==> src/rtl/dtpg_pkg.sv <==
// ----------------------------------------------------------------------------
// dtpg_pkg
// Shared constants, types and lookup functions for the test pattern generator.
// ----------------------------------------------------------------------------
package dtpg_pkg;

    localparam int FRAME_WIDTH  = 320;
    localparam int FRAME_HEIGHT = 240;

    localparam int XW = $clog2(FRAME_WIDTH);
    localparam int YW = $clog2(FRAME_HEIGHT);
    // width of row * FRAME_WIDTH
    localparam int PW = $clog2(FRAME_WIDTH * FRAME_HEIGHT);

    // reciprocal constants for division by constants
    localparam int DIV_SH = 32;
    localparam longint unsigned RCP_H =
        ((64'd1 << DIV_SH) + FRAME_HEIGHT - 1) / FRAME_HEIGHT;
    localparam int RHW = $clog2(RCP_H + 1);
    localparam int BAR_W = FRAME_WIDTH / 8;
    localparam longint unsigned RCP_BAR =
        ((64'd1 << DIV_SH) + BAR_W - 1) / BAR_W;
    localparam int RBW = $clog2(RCP_BAR + 1);

    localparam int CAP_SH = 16;
    localparam int RCP_P12 = ((1 << CAP_SH) + 11) / 12;
    localparam int RCP_P18 = ((1 << CAP_SH) + 17) / 18;
    localparam int RCP_S3  = ((1 << CAP_SH) + 2) / 3;

    typedef enum logic [1:0] {
        MODE_BARS    = 2'd0,
        MODE_GRID    = 2'd1,
        MODE_CHECKER = 2'd2,
        MODE_CARD    = 2'd3
    } mode_t;

    typedef struct packed {
        logic [XW-1:0] x;
        logic [YW-1:0] y;
        logic          eol;
        logic          eof;
        logic [PW-1:0] yw;
    } pos_t;

    function automatic logic [15:0] mk565(input logic [7:0] r, input logic [7:0] g,
                                          input logic [7:0] b);
        return {r[7:3], g[7:2], b[7:3]};
    endfunction

    localparam logic [15:0] C_BLACK   = mk565(8'd0, 8'd0, 8'd0);
    localparam logic [15:0] C_WHITE   = mk565(8'd255, 8'd255, 8'd255);
    localparam logic [15:0] C_RED     = mk565(8'd220, 8'd40, 8'd40);
    localparam logic [15:0] C_GREEN   = mk565(8'd40, 8'd200, 8'd80);
    localparam logic [15:0] C_BLUE    = mk565(8'd60, 8'd110, 8'd240);
    localparam logic [15:0] C_YELLOW  = mk565(8'd240, 8'd210, 8'd40);
    localparam logic [15:0] C_CYAN    = mk565(8'd40, 8'd200, 8'd220);
    localparam logic [15:0] C_MAGENTA = mk565(8'd220, 8'd60, 8'd200);
    localparam logic [15:0] C_GRAY    = mk565(8'd90, 8'd90, 8'd90);
    localparam logic [15:0] C_DARK    = mk565(8'd24, 8'd28, 8'd34);

    function automatic logic [15:0] bar_color(input logic [3:0] k);
        logic [15:0] c;
        case (k)
            4'd0:    c = C_WHITE;
            4'd1:    c = C_YELLOW;
            4'd2:    c = C_CYAN;
            4'd3:    c = C_GREEN;
            4'd4:    c = C_MAGENTA;
            4'd5:    c = C_RED;
            4'd6:    c = C_BLUE;
            default: c = C_BLACK;
        endcase
        return c;
    endfunction

    // 5x7 font, top row in the high bits; unknown codes are solid
    function automatic logic [4:0] font_row(input logic [7:0] ch, input logic [2:0] r);
        logic [34:0] g;
        logic [2:0]  rr;
        rr = (r == 3'd7) ? 3'd0 : r;
        case (ch)
            " ":     g = {5'h00, 5'h00, 5'h00, 5'h00, 5'h00, 5'h00, 5'h00};
            "0":     g = {5'h0E, 5'h11, 5'h13, 5'h15, 5'h19, 5'h11, 5'h0E};
            "1":     g = {5'h04, 5'h0C, 5'h04, 5'h04, 5'h04, 5'h04, 5'h0E};
            "2":     g = {5'h0E, 5'h11, 5'h01, 5'h02, 5'h04, 5'h08, 5'h1F};
            "3":     g = {5'h1F, 5'h02, 5'h04, 5'h02, 5'h01, 5'h11, 5'h0E};
            "4":     g = {5'h02, 5'h06, 5'h0A, 5'h12, 5'h1F, 5'h02, 5'h02};
            "6":     g = {5'h06, 5'h08, 5'h10, 5'h1E, 5'h11, 5'h11, 5'h0E};
            "C":     g = {5'h0E, 5'h11, 5'h10, 5'h10, 5'h10, 5'h11, 5'h0E};
            "D":     g = {5'h1C, 5'h12, 5'h11, 5'h11, 5'h11, 5'h12, 5'h1C};
            "E":     g = {5'h1F, 5'h10, 5'h10, 5'h1E, 5'h10, 5'h10, 5'h1F};
            "G":     g = {5'h0E, 5'h11, 5'h10, 5'h17, 5'h11, 5'h11, 5'h0F};
            "H":     g = {5'h11, 5'h11, 5'h11, 5'h1F, 5'h11, 5'h11, 5'h11};
            "I":     g = {5'h0E, 5'h04, 5'h04, 5'h04, 5'h04, 5'h04, 5'h0E};
            "K":     g = {5'h11, 5'h12, 5'h14, 5'h18, 5'h14, 5'h12, 5'h11};
            "P":     g = {5'h1E, 5'h11, 5'h11, 5'h1E, 5'h10, 5'h10, 5'h10};
            "R":     g = {5'h1E, 5'h11, 5'h11, 5'h1E, 5'h14, 5'h12, 5'h11};
            "S":     g = {5'h0F, 5'h10, 5'h10, 5'h0E, 5'h01, 5'h01, 5'h1E};
            "T":     g = {5'h1F, 5'h04, 5'h04, 5'h04, 5'h04, 5'h04, 5'h04};
            "X":     g = {5'h11, 5'h11, 5'h0A, 5'h04, 5'h0A, 5'h11, 5'h11};
            default: g = {35{1'b1}};
        endcase
        return g[(3'd6 - rr) * 5 +: 5];
    endfunction

    localparam logic [8*9-1:0]  CAP_GRID    = "GRID 16PX";
    localparam logic [8*12-1:0] CAP_CHECKER = "CHECKER 16PX";
    localparam logic [8*12-1:0] CAP_CARD    = "320X240 TEST";

    // character idx of the caption for a mode; blank past the end
    function automatic logic [7:0] cap_char(input mode_t mode, input logic [3:0] idx);
        logic [7:0] ch;
        ch = " ";
        case (mode)
            MODE_GRID:    if (idx < 4'd9)  ch = CAP_GRID[8 * (4'd8 - idx) +: 8];
            MODE_CHECKER: if (idx < 4'd12) ch = CAP_CHECKER[8 * (4'd11 - idx) +: 8];
            MODE_CARD:    if (idx < 4'd12) ch = CAP_CARD[8 * (4'd11 - idx) +: 8];
            default:      ch = " ";
        endcase
        return ch;
    endfunction

endpackage

==> src/rtl/dtpg_front.sv <==
// ----------------------------------------------------------------------------
// dtpg_front
// Raster position counters: take requests, tag each with its position.
// ----------------------------------------------------------------------------
module dtpg_front (
    input  logic             clk,
    input  logic             rst_n,
    input  logic             push,
    input  logic             restart_frame,
    input  logic             q_full,
    output logic             q_push,
    output dtpg_pkg::pos_t   q_data
);

    logic [dtpg_pkg::XW-1:0] col_reg, col_next;
    logic [dtpg_pkg::YW-1:0] row_reg, row_next;
    logic [dtpg_pkg::XW-1:0] x_cur;
    logic [dtpg_pkg::YW-1:0] y_cur;
    logic                    eol, eof;

    // pick the position of this pixel and its line/frame flags
    always_comb
    begin
        x_cur  = restart_frame ? '0 : col_reg;
        y_cur  = restart_frame ? '0 : row_reg;
        eol    = (x_cur == dtpg_pkg::XW'(dtpg_pkg::FRAME_WIDTH - 1));
        eof    = eol && (y_cur == dtpg_pkg::YW'(dtpg_pkg::FRAME_HEIGHT - 1));
        q_push = push && !q_full;
        q_data.x   = x_cur;
        q_data.y   = y_cur;
        q_data.eol = eol;
        q_data.eof = eof;
        q_data.yw  = dtpg_pkg::PW'(y_cur * dtpg_pkg::FRAME_WIDTH);
    end

    // advance the raster on each transfer
    always_comb
    begin
        col_next = col_reg;
        row_next = row_reg;
        if (q_push)
        begin
            if (eol)
            begin
                col_next = '0;
                row_next = eof ? '0 : y_cur + 1'b1;
            end
            else
            begin
                col_next = x_cur + 1'b1;
                row_next = y_cur;
            end
        end
    end

    always_ff @(posedge clk or negedge rst_n)
    begin
        if (!rst_n)
        begin
            col_reg <= '0;
            row_reg <= '0;
        end
        else
        begin
            col_reg <= col_next;
            row_reg <= row_next;
        end
    end

endmodule

==> src/rtl/dtpg_queue.sv <==
// ----------------------------------------------------------------------------
// dtpg_queue
// Two-entry queue of tagged positions between front and back.
// ----------------------------------------------------------------------------
module dtpg_queue (
    input  logic           clk,
    input  logic           rst_n,
    input  logic           push,
    input  dtpg_pkg::pos_t din,
    output logic           full,
    input  logic           pop,
    output logic           valid,
    output dtpg_pkg::pos_t dout
);

    dtpg_pkg::pos_t mem_reg [2];
    logic           wr_ptr_reg, wr_ptr_next;
    logic           rd_ptr_reg, rd_ptr_next;
    logic [1:0]     cnt_reg, cnt_next;

    assign full  = (cnt_reg == 2'd2);
    assign valid = (cnt_reg != 2'd0);
    assign dout  = mem_reg[rd_ptr_reg];

    // advance pointers and count
    always_comb
    begin
        wr_ptr_next = wr_ptr_reg ^ push;
        rd_ptr_next = rd_ptr_reg ^ pop;
        cnt_next    = cnt_reg + {1'b0, push} - {1'b0, pop};
    end

    always_ff @(posedge clk or negedge rst_n)
    begin
        if (!rst_n)
        begin
            wr_ptr_reg <= 1'b0;
            rd_ptr_reg <= 1'b0;
            cnt_reg    <= 2'd0;
        end
        else
        begin
            wr_ptr_reg <= wr_ptr_next;
            rd_ptr_reg <= rd_ptr_next;
            cnt_reg    <= cnt_next;
        end
    end

    // hold entries; no reset
    always_ff @(posedge clk)
    begin
        if (push)
        begin
            mem_reg[wr_ptr_reg] <= din;
        end
    end

endmodule

==> src/rtl/dtpg_back.sv <==
// ----------------------------------------------------------------------------
// dtpg_back
// Two-stage colour pipeline: divide and classify, then paint and register.
// ----------------------------------------------------------------------------
module dtpg_back (
    input  logic            clk,
    input  logic            rst_n,
    input  dtpg_pkg::mode_t mode,
    input  logic            q_valid,
    input  dtpg_pkg::pos_t  q_data,
    output logic            q_pop,
    input  logic            pop,
    output logic            empty,
    output logic [15:0]     pixel_color,
    output logic [8:0]      pixel_x,
    output logic [7:0]      pixel_y,
    output logic            end_of_line,
    output logic            end_of_frame
);

    localparam int XW = dtpg_pkg::XW;
    localparam int YW = dtpg_pkg::YW;
    localparam int W  = dtpg_pkg::FRAME_WIDTH;
    localparam int H  = dtpg_pkg::FRAME_HEIGHT;
    localparam int EW = XW + 2;

    localparam int GRID_Y0 = H - 20;
    localparam int CARD_Y0 = H / 2 - 8;

    // caption placement per mode
    logic [XW-1:0] cap_x0;
    logic [YW-1:0] cap_y0;
    logic          cap_s3;
    logic [3:0]    cap_len;
    logic          cap_on;
    logic [15:0]   cap_fg, cap_bg;

    always_comb
    begin
        cap_x0  = XW'(8);
        cap_y0  = YW'(GRID_Y0);
        cap_s3  = 1'b0;
        cap_len = 4'd9;
        cap_on  = 1'b1;
        cap_fg  = dtpg_pkg::C_WHITE;
        cap_bg  = dtpg_pkg::C_DARK;
        case (mode)
            dtpg_pkg::MODE_GRID:
            begin
                cap_y0 = YW'(GRID_Y0);
            end
            dtpg_pkg::MODE_CHECKER:
            begin
                cap_y0  = YW'(8);
                cap_len = 4'd12;
                cap_fg  = dtpg_pkg::C_RED;
                cap_bg  = dtpg_pkg::C_WHITE;
            end
            dtpg_pkg::MODE_CARD:
            begin
                cap_x0  = XW'(28);
                cap_y0  = YW'(CARD_Y0);
                cap_s3  = 1'b1;
                cap_len = 4'd12;
            end
            default:
            begin
                cap_on = 1'b0;
            end
        endcase
    end

    // handshake along the pipeline
    logic a_valid_reg, b_valid_reg;
    logic ready_a, ready_b;

    assign ready_b = !b_valid_reg || pop;
    assign ready_a = !a_valid_reg || ready_b;
    assign q_pop   = q_valid && ready_a;
    assign empty   = !b_valid_reg;

    // stage A: constant divisions by reciprocal multiply
    logic [dtpg_pkg::PW+dtpg_pkg::RHW-1:0] xa_prod;
    logic [XW+dtpg_pkg::RBW-1:0]           bar_prod;
    logic [XW+dtpg_pkg::CAP_SH-1:0]        idx_prod;
    logic [5+dtpg_pkg::CAP_SH-1:0]         row_prod;
    logic [dtpg_pkg::CAP_SH-1:0]           rcp_p;
    logic [XW-1:0]                         dx;
    logic [4:0]                            dy;
    logic                                  inwin;
    logic [YW:0]                           y_end;

    always_comb
    begin
        xa_prod  = q_data.yw * dtpg_pkg::RCP_H[dtpg_pkg::RHW-1:0];
        bar_prod = q_data.x * dtpg_pkg::RCP_BAR[dtpg_pkg::RBW-1:0];
        rcp_p    = cap_s3 ? dtpg_pkg::CAP_SH'(dtpg_pkg::RCP_P18)
                          : dtpg_pkg::CAP_SH'(dtpg_pkg::RCP_P12);
        dx       = q_data.x - cap_x0;
        dy       = 5'(q_data.y - cap_y0);
        idx_prod = dx * rcp_p;
        row_prod = dy * dtpg_pkg::CAP_SH'(dtpg_pkg::RCP_S3);
        y_end    = {1'b0, cap_y0} + (cap_s3 ? (YW+1)'(21) : (YW+1)'(14));
        inwin    = cap_on && (q_data.x >= cap_x0) && (q_data.y >= cap_y0)
                   && ({1'b0, q_data.y} < y_end);
    end

    logic [XW-1:0] a_x_reg;
    logic [YW-1:0] a_y_reg;
    logic          a_eol_reg, a_eof_reg;
    logic [XW-1:0] a_xa_reg;
    logic [3:0]    a_bar_reg;
    logic          a_inwin_reg;
    logic [XW-1:0] a_dx_reg;
    logic [XW-1:0] a_idx_reg;
    logic [2:0]    a_row_reg;

    always_ff @(posedge clk)
    begin
        if (q_pop)
        begin
            a_x_reg     <= q_data.x;
            a_y_reg     <= q_data.y;
            a_eol_reg   <= q_data.eol;
            a_eof_reg   <= q_data.eof;
            a_xa_reg    <= xa_prod[dtpg_pkg::DIV_SH +: XW];
            a_bar_reg   <= bar_prod[dtpg_pkg::DIV_SH +: 4];
            a_inwin_reg <= inwin;
            a_dx_reg    <= dx;
            a_idx_reg   <= idx_prod[dtpg_pkg::CAP_SH +: XW];
            a_row_reg   <= cap_s3 ? row_prod[dtpg_pkg::CAP_SH +: 3] : dy[3:1];
        end
    end

    // stage B: caption cell, base pattern, layering
    logic [4:0]    pitch;
    logic [XW-1:0] rem;
    logic [20:0]   col_prod;
    logic [2:0]    gcol;
    logic [EW-1:0] cap_right;
    logic          paint;
    logic [4:0]    frow;
    logic          fbit;
    logic [15:0]   base;
    logic [15:0]   color;
    logic [XW:0]   xa1;
    logic [EW-1:0] anti;

    always_comb
    begin
        pitch     = cap_s3 ? 5'd18 : 5'd12;
        rem       = a_dx_reg - XW'(a_idx_reg * pitch);
        col_prod  = rem[4:0] * dtpg_pkg::CAP_SH'(dtpg_pkg::RCP_S3);
        gcol      = cap_s3 ? col_prod[dtpg_pkg::CAP_SH +: 3] : rem[3:1];
        cap_right = EW'(cap_x0) + EW'(EW'(pitch) * (EW'(a_idx_reg) + 1'b1));
        paint     = a_inwin_reg
                    && (rem < (cap_s3 ? XW'(15) : XW'(10)))
                    && (a_idx_reg < XW'(cap_len))
                    && !((a_idx_reg != '0) && (cap_right > EW'(W)));
        frow      = dtpg_pkg::font_row(dtpg_pkg::cap_char(mode, a_idx_reg[3:0]), a_row_reg);
        fbit      = frow[3'd4 - gcol];

        xa1  = {1'b0, a_xa_reg} + 1'b1;
        anti = EW'(a_x_reg) + EW'(a_xa_reg);

        base = dtpg_pkg::C_DARK;
        case (mode)
            dtpg_pkg::MODE_BARS:
            begin
                base = dtpg_pkg::bar_color((a_bar_reg > 4'd7) ? 4'd7 : a_bar_reg);
            end
            dtpg_pkg::MODE_GRID:
            begin
                if ((a_x_reg[3:0] == 4'd0) || (a_y_reg[3:0] == 4'd0))
                begin
                    base = dtpg_pkg::C_GRAY;
                end
            end
            dtpg_pkg::MODE_CHECKER:
            begin
                base = (a_x_reg[4] ^ a_y_reg[4]) ? dtpg_pkg::C_WHITE : dtpg_pkg::C_BLACK;
            end
            default:
            begin
                if ((a_y_reg < YW'(2)) || (a_y_reg >= YW'(H - 2))
                    || (a_x_reg < XW'(2)) || (a_x_reg >= XW'(W - 2)))
                begin
                    base = dtpg_pkg::C_WHITE;
                end
                if ((a_x_reg == a_xa_reg) || ({1'b0, a_x_reg} == xa1))
                begin
                    base = dtpg_pkg::C_YELLOW;
                end
                if ((anti + 1'b1 == EW'(W)) || (anti == EW'(W)))
                begin
                    base = dtpg_pkg::C_CYAN;
                end
                if ((a_y_reg >= YW'(2)) && (a_y_reg < YW'(14)))
                begin
                    if ((a_x_reg >= XW'(2)) && (a_x_reg < XW'(14)))
                        base = dtpg_pkg::C_RED;
                    if ((a_x_reg >= XW'(W - 14)) && (a_x_reg < XW'(W - 2)))
                        base = dtpg_pkg::C_GREEN;
                end
                if ((a_y_reg >= YW'(H - 14)) && (a_y_reg < YW'(H - 2)))
                begin
                    if ((a_x_reg >= XW'(2)) && (a_x_reg < XW'(14)))
                        base = dtpg_pkg::C_BLUE;
                    if ((a_x_reg >= XW'(W - 14)) && (a_x_reg < XW'(W - 2)))
                        base = dtpg_pkg::C_MAGENTA;
                end
            end
        endcase

        color = paint ? (fbit ? cap_fg : cap_bg) : base;
    end

    // output register
    always_ff @(posedge clk)
    begin
        if (ready_b && a_valid_reg)
        begin
            pixel_color  <= color;
            pixel_x      <= 9'(a_x_reg);
            pixel_y      <= 8'(a_y_reg);
            end_of_line  <= a_eol_reg;
            end_of_frame <= a_eof_reg;
        end
    end

    always_ff @(posedge clk or negedge rst_n)
    begin
        if (!rst_n)
        begin
            a_valid_reg <= 1'b0;
            b_valid_reg <= 1'b0;
        end
        else
        begin
            if (ready_a)
                a_valid_reg <= q_valid;
            if (ready_b)
                b_valid_reg <= a_valid_reg;
        end
    end

endmodule

==> src/rtl/display_test_pattern_generator_unit.sv <==
// ----------------------------------------------------------------------------
// display_test_pattern_generator_unit
// Raster-order RGB565 test pattern source with selectable pattern.
// ----------------------------------------------------------------------------
// Usage:
//   Each transfer on the request side (push while full is low) asks for the
//   next pixel in raster order; restart_frame set with it restarts at (0,0).
//   Each request yields exactly one pixel on the result side, shown while
//   empty is low and taken with pop, with its position and end of line and
//   end of frame flags. The pattern register is written through
//   cfg_valid/cfg_ready/cfg_data (cfg_ready is always high); the user must
//   write it only while no requests are in flight; the block does not check.
// Pipeline and throughput:
//   A pixel passes from its request transfer through the position queue and
//   the divide stage, whose result the paint logic loads into the output
//   register. One pixel per clock is sustained while pop stays high; the
//   two-entry queue and the elastic pipeline keep requests flowing.
// Reset and stall:
//   Reset clears the raster position, selects colour bars and empties the
//   pipeline. When pop stays low the pipeline fills and full rises; no
//   pixel is dropped or repeated.
// ----------------------------------------------------------------------------
module display_test_pattern_generator_unit (
    input  logic        clk,
    input  logic        rst_n,
    input  logic        push,
    output logic        full,
    input  logic        restart_frame,
    input  logic        cfg_valid,
    output logic        cfg_ready,
    input  logic [1:0]  cfg_data,
    output logic        empty,
    input  logic        pop,
    output logic [15:0] pixel_color,
    output logic [8:0]  pixel_x,
    output logic [7:0]  pixel_y,
    output logic        end_of_line,
    output logic        end_of_frame
);

    dtpg_pkg::mode_t mode_reg;
    dtpg_pkg::pos_t  fq_data, qb_data;
    logic            fq_push, qb_valid, qb_pop;

    assign cfg_ready = 1'b1;

    // hold the pattern selection
    always_ff @(posedge clk or negedge rst_n)
    begin
        if (!rst_n)
            mode_reg <= dtpg_pkg::MODE_BARS;
        else if (cfg_valid && cfg_ready)
            mode_reg <= dtpg_pkg::mode_t'(cfg_data);
    end

    dtpg_front u_front (
        .clk           (clk),
        .rst_n         (rst_n),
        .push          (push),
        .restart_frame (restart_frame),
        .q_full        (full),
        .q_push        (fq_push),
        .q_data        (fq_data)
    );

    dtpg_queue u_queue (
        .clk   (clk),
        .rst_n (rst_n),
        .push  (fq_push),
        .din   (fq_data),
        .full  (full),
        .pop   (qb_pop),
        .valid (qb_valid),
        .dout  (qb_data)
    );

    dtpg_back u_back (
        .clk          (clk),
        .rst_n        (rst_n),
        .mode         (mode_reg),
        .q_valid      (qb_valid),
        .q_data       (qb_data),
        .q_pop        (qb_pop),
        .pop          (pop),
        .empty        (empty),
        .pixel_color  (pixel_color),
        .pixel_x      (pixel_x),
        .pixel_y      (pixel_y),
        .end_of_line  (end_of_line),
        .end_of_frame (end_of_frame)
    );

endmodule

==> config.mk <==
export PLATFORM = sky130hd
export DESIGN_NAME = display_test_pattern_generator_unit
export DESIGN_NICKNAME = d
export VERILOG_FILES = /design/src/rtl/dtpg_pkg.sv /design/src/rtl/dtpg_front.sv /design/src/rtl/dtpg_queue.sv /design/src/rtl/dtpg_back.sv /design/src/rtl/display_test_pattern_generator_unit.sv
export SDC_FILE = /design/constraint.sdc
export NUM_CORES = 1
export LEC_CHECK = 0
export BUFFER_PORTS_ARGS = -buffer_cell sky130_fd_sc_hd__buf_2
export CAP_MARGIN = 0
export CORE_MARGIN = 2
export CORE_UTILIZATION = 45
export DETAILED_ROUTE_END_ITERATION = 7
export SYNTH_ARGS = -nofsm -noshare
export SYNTH_HDL_FRONTEND = slang
export SYNTH_SLANG_ARGS = --single-unit
==> constraint.sdc <==
create_clock -name clk -period 19.7 [get_ports clk]
set_clock_uncertainty 0.2 [all_clocks]
set_input_delay 1.97 -clock clk [delete_from_list [all_inputs] [get_ports clk]]
set_output_delay 1.97 -clock clk [all_outputs]
set_load 0.05 [all_outputs]
### Word level (Yosys, flattened, before mapping)

Memories as Yosys holds them, arrays and structs flattened.
Cells that the tools add are included.

* output and inout bits: 38
* register bits after elaboration: 114
* input port bits: 8
* word-level logic and storage cells: 194
* RAM bits: 60
* memories kept: 1
* bits in latches: 0
* bits in read-only memories: 0

Memory list
* u_queue.mem_reg: depth 2, bits a word 30, read ports 1, clocked after memory_dff 0, write ports 1, line dtpg_queue.sv:16 `dtpg_pkg::pos_t mem_reg [2];`

* bitwise operators: 3
* multipliers: 9
* reductions and logical operators: 35
* add/sub/neg operators: 17
* div/mod/pow operators: 0
* muxes and demuxes: 44
* $lt $le $gt $ge: 22
* shift-type cells: 4
* equal/unequal tests: 36

Operators with widths (count)
* $pmux 35 s19: 1
* $mux 16: 13
* $shiftx 96x33->8 const A: 2
* $pmux 16 s7: 1
* $eq 8x7->1 const B: 12
* $shiftx 72x33->8 const A: 1
* $eq 8x6->1 const B: 7
* $mux 8: 6
* $pmux 16 s3: 1
* $mul 17x24->40 const B: 1
* $mul 5x14->18 const B: 2
* $mul 9x27->36 const B: 1
* $shiftx 35x33->5: 1
* $mul 32x3->32 const B: 1
* $mul 9x16->25: 1
* $pmux 8 s3: 1
* $eq 11x9->1 const B: 2
* $add 9x1->10 const B: 2
* $ge 9x9->1 const B: 2
* $mux 9: 2
* $ge 8x8->1 const B: 2
* $pmux 8 s2: 1
* $logic_and 1x1->1: 15
* $mux 15: 1
* other kinds (60): 91

### Longest topological paths before layout

Gate-level depths: netlist (run 1).

* word-level depth: 15
* gate-level depth with buffers: 39
* depth with buffers taken out: 34

### Hierarchy

From an unflattened synthesis (run 1), not the netlist that was laid out.

* cells, all modules: 2277
* area total of the unflattened synthesis: 21888.5 µm²

Modules (own cells, without submodules)
* dtpg_back: times used 1, sequential area each 2542.4 µm², cells each 1950, area an instance 17300.3 µm²
* dtpg_queue: times used 1, sequential area each 2262.2 µm², cells each 128, area an instance 2957.8 µm²
* dtpg_front: times used 1, sequential area each 425.4 µm², cells each 193, area an instance 1546.5 µm²
* display_test_pattern_generator_unit: times used 1, sequential area each 50.0 µm², cells each 6, area an instance 83.8 µm²

### Least setup slack after synthesis (run 1)

OpenSTA, ideal clock, no wires.

* path type: flip-flop to flip-flop
* from: register mode_reg[0]
* to: register u_back.pixel_color[10], data pin
* stages on the path, launching flop included: 35
* arrival time: 8003 ps
* setup slack: 11234 ps
* period minus slack after synthesis: 8466 ps
* data required time: 19237 ps
* library setup time: 263 ps
* buffers on the path: 5
* cells stage by stage: dfrtp_1 > buf_2 > and2_1 > inv_1 > clkbuf_1 > clkbuf_1 > buf_1 > nor2_1 > ha_1 > fa_1 > fa_1 > inv_1 > ha_1 > xor2_1 > inv_1 > ha_1 > fa_1 > fa_1 > ha_1 > a21oi_1 > o21ai_0 > a31oi_1 > xnor2_1 > o21a_1 > clkbuf_1 > inv_1 > ha_1 > xor2_1 > nand3b_1 > a311oi_1 > a31oi_1 > a41o_1 > ha_1 > nor2_1 > nor2_1

* longest elaborated chain between the ends: 12
* elaborated cells on any way between the ends: 54
* classes of those cells: add/sub (3); mul (3); order compare (3); eq/ne (22); shift (1); mux (15); reduce/logical (7)

Ends and longest elaborated chain
* from (decl): line display_test_pattern_generator_unit.sv:41 `dtpg_pkg::mode_t mode_reg;`
* from (signal assigned): line display_test_pattern_generator_unit.sv:51 `mode_reg <= dtpg_pkg::MODE_BARS;`
* from (signal assigned): line display_test_pattern_generator_unit.sv:53 `mode_reg <= dtpg_pkg::mode_t'(cfg_data);`
* $eq 2x2->1: line dtpg_pkg.sv:114, dtpg_back.sv:47
* $mux 1: line dtpg_back.sv:47 `case (mode)`
* $mux 5: line dtpg_back.sv:151 `pitch = cap_s3 ? 5'd18 : 5'd12;`
* $mul 9x5->9: line dtpg_back.sv:152 `rem = a_dx_reg - XW'(a_idx_reg * pitch);`
* $sub 9x9->9: line dtpg_back.sv:152
* $mul 5x14->18: line dtpg_back.sv:153 `col_prod = rem[4:0] * dtpg_pkg::CAP_SH'(dtpg_pkg::RCP_S3);`
* $mux 3: line dtpg_back.sv:154 `gcol = cap_s3 ? col_prod[dtpg_pkg::CAP_SH +: 3] : rem[3:1];`
* $sub 3x3->3: line dtpg_back.sv:161 `fbit = frow[3'd4 - gcol];`
* $bmux 1 s3: line dtpg_back.sv:161
* $mux 1 (not written as such): line dtpg_back.sv:161
* $mux 16: line dtpg_back.sv:215 `color = paint ? (fbit ? cap_fg : cap_bg) : base;`
* $mux 16 (*): line dtpg_back.sv:215
* net u_back.color[10]: line dtpg_back.sv:145 `logic [15:0] color;`
* to (signal assigned): line dtpg_back.sv:223 `pixel_color <= color;`
* to (decl): line dtpg_back.sv:14 `output logic [15:0] pixel_color,`

The timed path passes the listed nets; every way through them passes the cells marked *. The select of a mux whose other input is x is not followed.
A chain may end at the register's enable or synchronous reset.

### Worst setup path in the final report (run 1)

* from: register mode_reg[0]
* to: register u_back.pixel_color[9], data pin

Same word-level chain as after synthesis.

==> results of run 1 <==
[area by class of cell]
cell class | instances | area share
clock buffer | 17 | 0.0200
clock inverter | 15 | 0.00831
tap | 585 | 0.0345
timing repair buffer | 63 | 0.0171
sequential | 166 | 0.229
multi-input combinational | 1610 | 0.642
inverter | 278 | 0.0492
[routing by layer]
metal | track usage | part of all wire | vias up
li1 | - | - | 7576
met1 | 0.319 | 0.47 | 7618
met2 | 0.365 | 0.46 | 412
met3 | 0.0299 | 0.044 | 62
met4 | 0.0655 | 0.025 | 0
met5 | 0 | 0 | -
[cells by family (layout without fill, tap and decap cells)]
| logic type | count (synthesis) | count (layout) | share of synthesized area |
|---|---|---|---|
| buffers and inverters | 370 | 373 | 0.0729 |
| adders and majority gates | 417 | 417 | 0.310 |
| AOI/OAI and AO/OA | 461 | 461 | 0.160 |
| and+or+nand+nor | 581 | 581 | 0.148 |
| muxes | 38 | 38 | 0.0204 |
| xor gates and xnor gates | 99 | 99 | 0.0440 |
| DFF | 166 | 166 | 0.245 |
| other | 2 | 14 | 0.000378 |
[cell usage after synthesis (10+ instances only)]
cell type  instances
a21o_1            27
dfrtp_1           25
a31o_2            10
a211oi_1          21
nand4_1           24
mux2_2            19
clkbuf_1          54
buf_1             10
and3_1            18
mux2i_1           19
nand3_1           57
edfxtp_1         141
fa_1             125
nor2_1           154
inv_1            275
nor2b_1           34
o21bai_1          15
xor2_1            21
a31oi_1           21
nor4_1            18
nand2_1          129
nand2b_1          26
ha_1             291
or2_2             16
xnor2_1           77
nor3_1            46
a21oi_1          109
buf_2             20
o211ai_1          17
o21ai_0           94
[metrics by stage]
stage	area (um^2)	hold slack [ns]	worst slack, ns	util	std cells
3_3_place_gp	20600	0.221	10.87	0.477	2702
2_1_floorplan	19900	0.200	11.23	-	2146
4_1_cts	21200	0.239	10.62	0.490	2734
3_5_place_dp	20600	0.217	10.65	0.477	2702
5_1_grt	21200	0.256	10.06	0.490	2734
6_report	21200	0.239	10.64	0.490	2734
[worst paths after layout]
kind                       cells after the start                    end        startpoint
setup / recovery                              31  u_back.pixel_color[9]       mode_reg[0]
hold / removal                                 0    u_back.end_of_frame  u_back.a_eof_reg
setup reg to reg                              31  u_back.pixel_color[9]       mode_reg[0]
hold reg to reg                                0    u_back.end_of_frame  u_back.a_eof_reg
max in group asynchronous                      1     u_front.row_reg[7]             rst_n
min in group asynchronous                      1     u_back.b_valid_reg             rst_n
==> results.txt, run 1 <==
----------------------------------------------------
[Hold path]
  Hold Path Class ... flip-flop to flip-flop

[Floorplanning]
  Core Box Area ... 0.0433 mm^2
  Height of the die ... 214 um
  Core Rows ... 76
  Die ar. ... about 0.046 mm^2
  Horizontal extent of the die ... about 210 um
  Boundary Pins ... 46
  Initial Util ... 0.459

[Routing]
  Remaining DRCs ... 0
  Total number of vias ... 15700
  DRC marker count from the first detailed-route iteration ... 1238
  Post-route antenna net violation count ... 0
  Average detailed-routed wire length per instance ... 18.7 um
  Number of search-and-repair iterations in the first detailed-routing pass ... 6
  Drt total wl ... around 50000 um
  Vias per cell ... about 5.7

[Global route]
  Initial antenna violation count ... 0
  Total grt overflow ... 0
  Maximum number of pins on one net before global-route repair ... 54
  Wire length of the first global-routing pass ... 83900 um
  Via count of the first global-routing pass ... 15700
  Total routing usage reported by global routing ... 0.226

[Final layout]
  Fraction of layout cells with a size suffix above 1 ... 0.0786
  Number of flip-flops in the largest register ... 56
  Top library cells by usage in the layout, fill and taps aside ... ha_1, inv_1, nor2_1
  Area of the multi-input gates ... between 0.01 and 0.015 mm^2
  Most frequent standard cell in the layout excluding fill and tap cells ... ha_1
  # nets final ... 2560
  FF+latch area ... 0.00486 mm^2
  # diodes ... 0
  Area growth syn-to-layout ... 6.87%
  Filler cells ... 4066

[Timing]
  Final slew viol count ... 0
  Maximum operating frequency ... 110 MHz
  Hold Vio Cnt, Final ... 0
  Fraction of the cycle the final worst path needs ... 0.460
  Slew at the pin closest to its max-slew limit ... 1.12 ns
  Unrepaired setup endpoints after global routing ... false
  Sum of negative setup slack ... 0 ns
  Final setup vio count ... 0
  Min Tclk post-route ... 9.06 ns
  Normalized max-slew margin ... 0.251

[CTS]
  Num CTS Buffers ... 17
  Sink Count ... 166
  H-Tree Depth ... 4
  TritonCTS clock tree ... yes
  Number of buffers inserted to repair setup after CTS ... 0
  Clock-pin slew on the worst setup and hold paths ... 0.07 ns
  Insertion delay to the later sink of the worst-skew pair ... between 0.4 and 0.5 ns
  Number of buffers added to fix hold violations after cts ... 0
  Clock Path Buffers ... 2
  Quantity of gates resized following cts ... 0
  CTS root buffer ... clkbuf_16

[Worst setup path]
  Slowest cell on the critical path ... dfrtp_1
  Largest stage delay on the critical path ... a little under 0.6 ns
  Dominant delay contributor by cell family on the critical path ... adder cells
  Cell type with the highest occurrence count on the critical path ... ha_1
  Type of element launching the critical path ... flip-flop
  Buffers and inverters on the worst path ... 6
  Critical path peak fanout ... 38
  Critical path class ... flip-flop to flip-flop
  CP Data Required Time ... 19.66 ns
  WP data arrival ... around 9 ns
  CP Capture Type ... flip-flop
  R2R setup slack ... 10.64 ns

[Yosys]
  Number of synthesized flops with an enable pin ... 141
  Async set-reset flop share out of synthesis ... 0.151
  Average size of a mapped cell ... roughly 9.3 um^2
  Top flip-flop cell by instance count after synthesis ... edfxtp_1
  Cell type with the largest total area after synthesis ... edfxtp_1
  Count of different cell masters after synthesis ... between 90 and 100
  Top-area cell type share of the netlist area ... 0.213
  Count of state elements after synthesis ... 166
  Number of warnings printed during yosys synthesis ... 0
  Number of instances in the synthesized netlist ... roughly 2100
  Cells taking the most area after synthesis ... edfxtp_1, ha_1, fa_1
  Cell area after synthesis ... roughly 0.020 mm^2
  Portion of the post-synthesis area used by sequential elements ... 0.245

[Placement]
  GPL Wtd Cong ... 0.947
  Total half-perimeter wirelength after legalization and detailed placement ... 40500 um
  Number of port buffers ... 44

[Run]
  Max_cap viols ... 0

[Outcome]
  Result of the run ... finished clean

----------------------------------------------------
Power of run 1 is left out: the tool's default activity adds up to more than one toggle a clock period on the data nets, which glitch-free logic cannot reach.
==> inputs of run 2 (changes only) <==
==> constraint.sdc (replaced) <==
create_clock -name clk -period 7.8 [get_ports clk]
set_clock_uncertainty 0.2 [all_clocks]
set_input_delay 0.78 -clock clk [delete_from_list [all_inputs] [get_ports clk]]
set_output_delay 0.78 -clock clk [all_outputs]
set_load 0.05 [all_outputs]
==> results.txt, run 2 (synthesis results as in run 1) <==
----------------------------------------------------
[Routing]
  Total number of vias ... 15800 (+0.84%)
  Average detailed-routed wire length per instance ... 18.8 um (+0.45%)
  Drt total wl ... 51600 um (+1.1%)
  Met3 wire length ... 2350 um (+4.8%)
  Vias per cell ... 5.74 (+0.22%)
  Post-route antenna net violation count ... 0 (unchanged)
  Number of search-and-repair iterations in the first detailed-routing pass ... 8 (+2)
  Uppermost layer routed ... met4
  Remaining DRCs ... 1 (+1)
  Detail Route met2 WL ... 23900 um (+2.0%)
  Metal1 wirelength ... 24200 um (+0.43%)
  DRC marker count from the first detailed-route iteration ... 1082 (-13%)

[Worst setup path]
  Critical path peak fanout ... 5 (-87%)
  CP Capture Type ... flip-flop
  Critical path class ... flip-flop to flip-flop
  Slowest cell on the critical path ... fa_1
  WP data arrival ... 7.43 ns (-1.59 ns)
  Largest stage delay on the critical path ... 0.56 ns (-0.03 ns)
  Type of element launching the critical path ... flip-flop
  Dominant delay contributor by cell family on the critical path ... adder cells
  CP Data Required Time ... 7.76 ns (-11.90 ns)
  Cell type with the highest occurrence count on the critical path ... ha_1
  Buffers and inverters on the worst path ... 5 (-1)

[Final layout]
  Area of the multi-input gates ... 0.0137 mm^2 (+0.44%)
  Final Core Density ... 0.494 (+0.00385)
  Filler cells ... 4094 (+0.69%)
  Top library cells by usage in the layout, fill and taps aside ... ha_1, inv_1, nor2_1
  Area growth syn-to-layout ... 7.71%
  Fraction of layout cells with a size suffix above 1 ... 0.0896 (+0.0109)
  Number of flip-flops in the largest register ... 56 (unchanged)
  Most frequent standard cell in the layout excluding fill and tap cells ... ha_1
  # nets final ... 2577 (+0.66%)
  # diodes ... 0 (unchanged)
  FF+latch area ... 0.00486 mm^2 (unchanged)
  Number of non-filler instances in the completed layout ... 2751 (+0.62%)

[Placement]
  Dpl cells ... 2718 (+0.59%)
  Number of port buffers ... 44 (unchanged)
  Total half-perimeter wirelength after legalization and detailed placement ... 40700 um (+0.36%)
  GPL Wtd Cong ... 0.937 (-1.1%)

[CTS]
  TritonCTS clock tree ... yes
  Number of buffers added to fix hold violations after cts ... 0 (unchanged)
  Clock-pin slew on the worst setup and hold paths ... 0.07 ns (about the same)
  Insertion delay to the later sink of the worst-skew pair ... 0.46 ns (about the same)
  H-Tree Depth ... 4 (unchanged)
  Sink Count ... 166 (unchanged)
  CTS root buffer ... clkbuf_16
  Clock Path Buffers ... 2 (unchanged)
  Num CTS Buffers ... 17 (unchanged)

[Global route]
  Total routing usage reported by global routing ... 0.226 (about the same)
  Initial antenna violation count ... 1 (+1)
  Total grt overflow ... 0 (unchanged)
  Wire length of the first global-routing pass ... 83500 um (-0.41%)
  Via count of the first global-routing pass ... 15700 (+0.013%)
  Maximum number of pins on one net before global-route repair ... 54 (unchanged)

[Timing]
  Fraction of the cycle the final worst path needs ... 0.957 (+0.498)
  Final slew viol count ... 0 (unchanged)
  Unrepaired setup endpoints after global routing ... true
  Slew at the pin closest to its max-slew limit ... 1.14 ns (+0.0209 ns)
  Min Tclk post-route ... 7.47 ns (-1.59 ns)
  Maximum operating frequency ... 134 MHz (+21%)
  Final setup vio count ... 0 (unchanged)
  Normalized max-slew margin ... 0.237 (-0.0140)
  Hold Vio Cnt, Final ... 0 (unchanged)

[Hold path]
  Hold Path Class ... primary input to asynchronous set/reset pin

[Outcome]
  Result of the run ... complete, but fails checks
  Violations in the final reports ... design-rule violations

[Floorplanning]
  Height of the die ... 214 um (unchanged)
  Boundary Pins ... 46 (unchanged)
  Core Box Area ... 0.0433 mm^2 (unchanged)
  Die ar. ... 0.0458 mm^2 (unchanged)
  Core Rows ... 76 (unchanged)
  Horizontal extent of the die ... 214 um (unchanged)
  Initial Util ... 0.459 (unchanged)

[Run]
  Max_cap viols ... 0 (unchanged)

----------------------------------------------------
-- run 2: final timing paths --
path	to	from	depth (start not counted)	slack [ns]
worst max-delay path	u_back.pixel_color[13]	mode_reg[1]	30	0.33
worst min-delay path	u_back.b_valid_reg	rst_n	1	0.18
worst max register to register	u_back.pixel_color[13]	mode_reg[1]	30	0.33
worst min register to register	u_back.end_of_line	u_back.a_eol_reg	0	0.23
max in group asynchronous	u_front.row_reg[7]	rst_n	1	6.74
min in group clk	u_back.end_of_line	u_back.a_eol_reg	0	0.23
-- run 2: cell type report --
class,instances,area share
inverters,278,0.0488
flip-flops and latches,166,0.227
multi-input cells,1610,0.640
well taps,585,0.0342
clock inverters,10,0.00392
clock buffers,22,0.0232
repair buffers,80,0.0229
-- run 2: through the flow --
stage	hold WS (ns)	area [um^2]	setup TNS (ns)	worst slack, ns
final	0.178	21400	0	0.332
after global routing	0.230	21400	-0.0681	-0.0293
after global placement	0.210	20700	0	0.379
after floorplan	0.200	19900	0	0.00518
after detailed placement	0.216	20700	0	0.131
after CTS	0.194	21300	0	0.126
-- run 2: what timing repair did --
action                     4_1_cts  5_1_grt
setup endpoints to repair        0       13
buffers inserted                 0        1
gates resized for setup          0       13
-- run 2: worst reg2reg max path: cells and delay by family, from the launching register on --
family | cells | cell delay, ns
adders and majority gates | 10 | 3.69
AOI/OAI and AO/OA | 8 | 1.23
and+or+nand+nor | 4 | 0.71
xor gates and xnor gates | 3 | 0.54
DFF | 1 | 0.42
buffers and inverters | 5 | 0.40
-- run 2: metal layers --
metal | up-vias | global-route usage
met4 | 0 | 0.0572
met3 | 72 | 0.0357
li1 | 7603 | -
met1 | 7717 | 0.316
met2 | 408 | 0.367
met5 | - | 0
Power of run 2 is left out for the same reason.
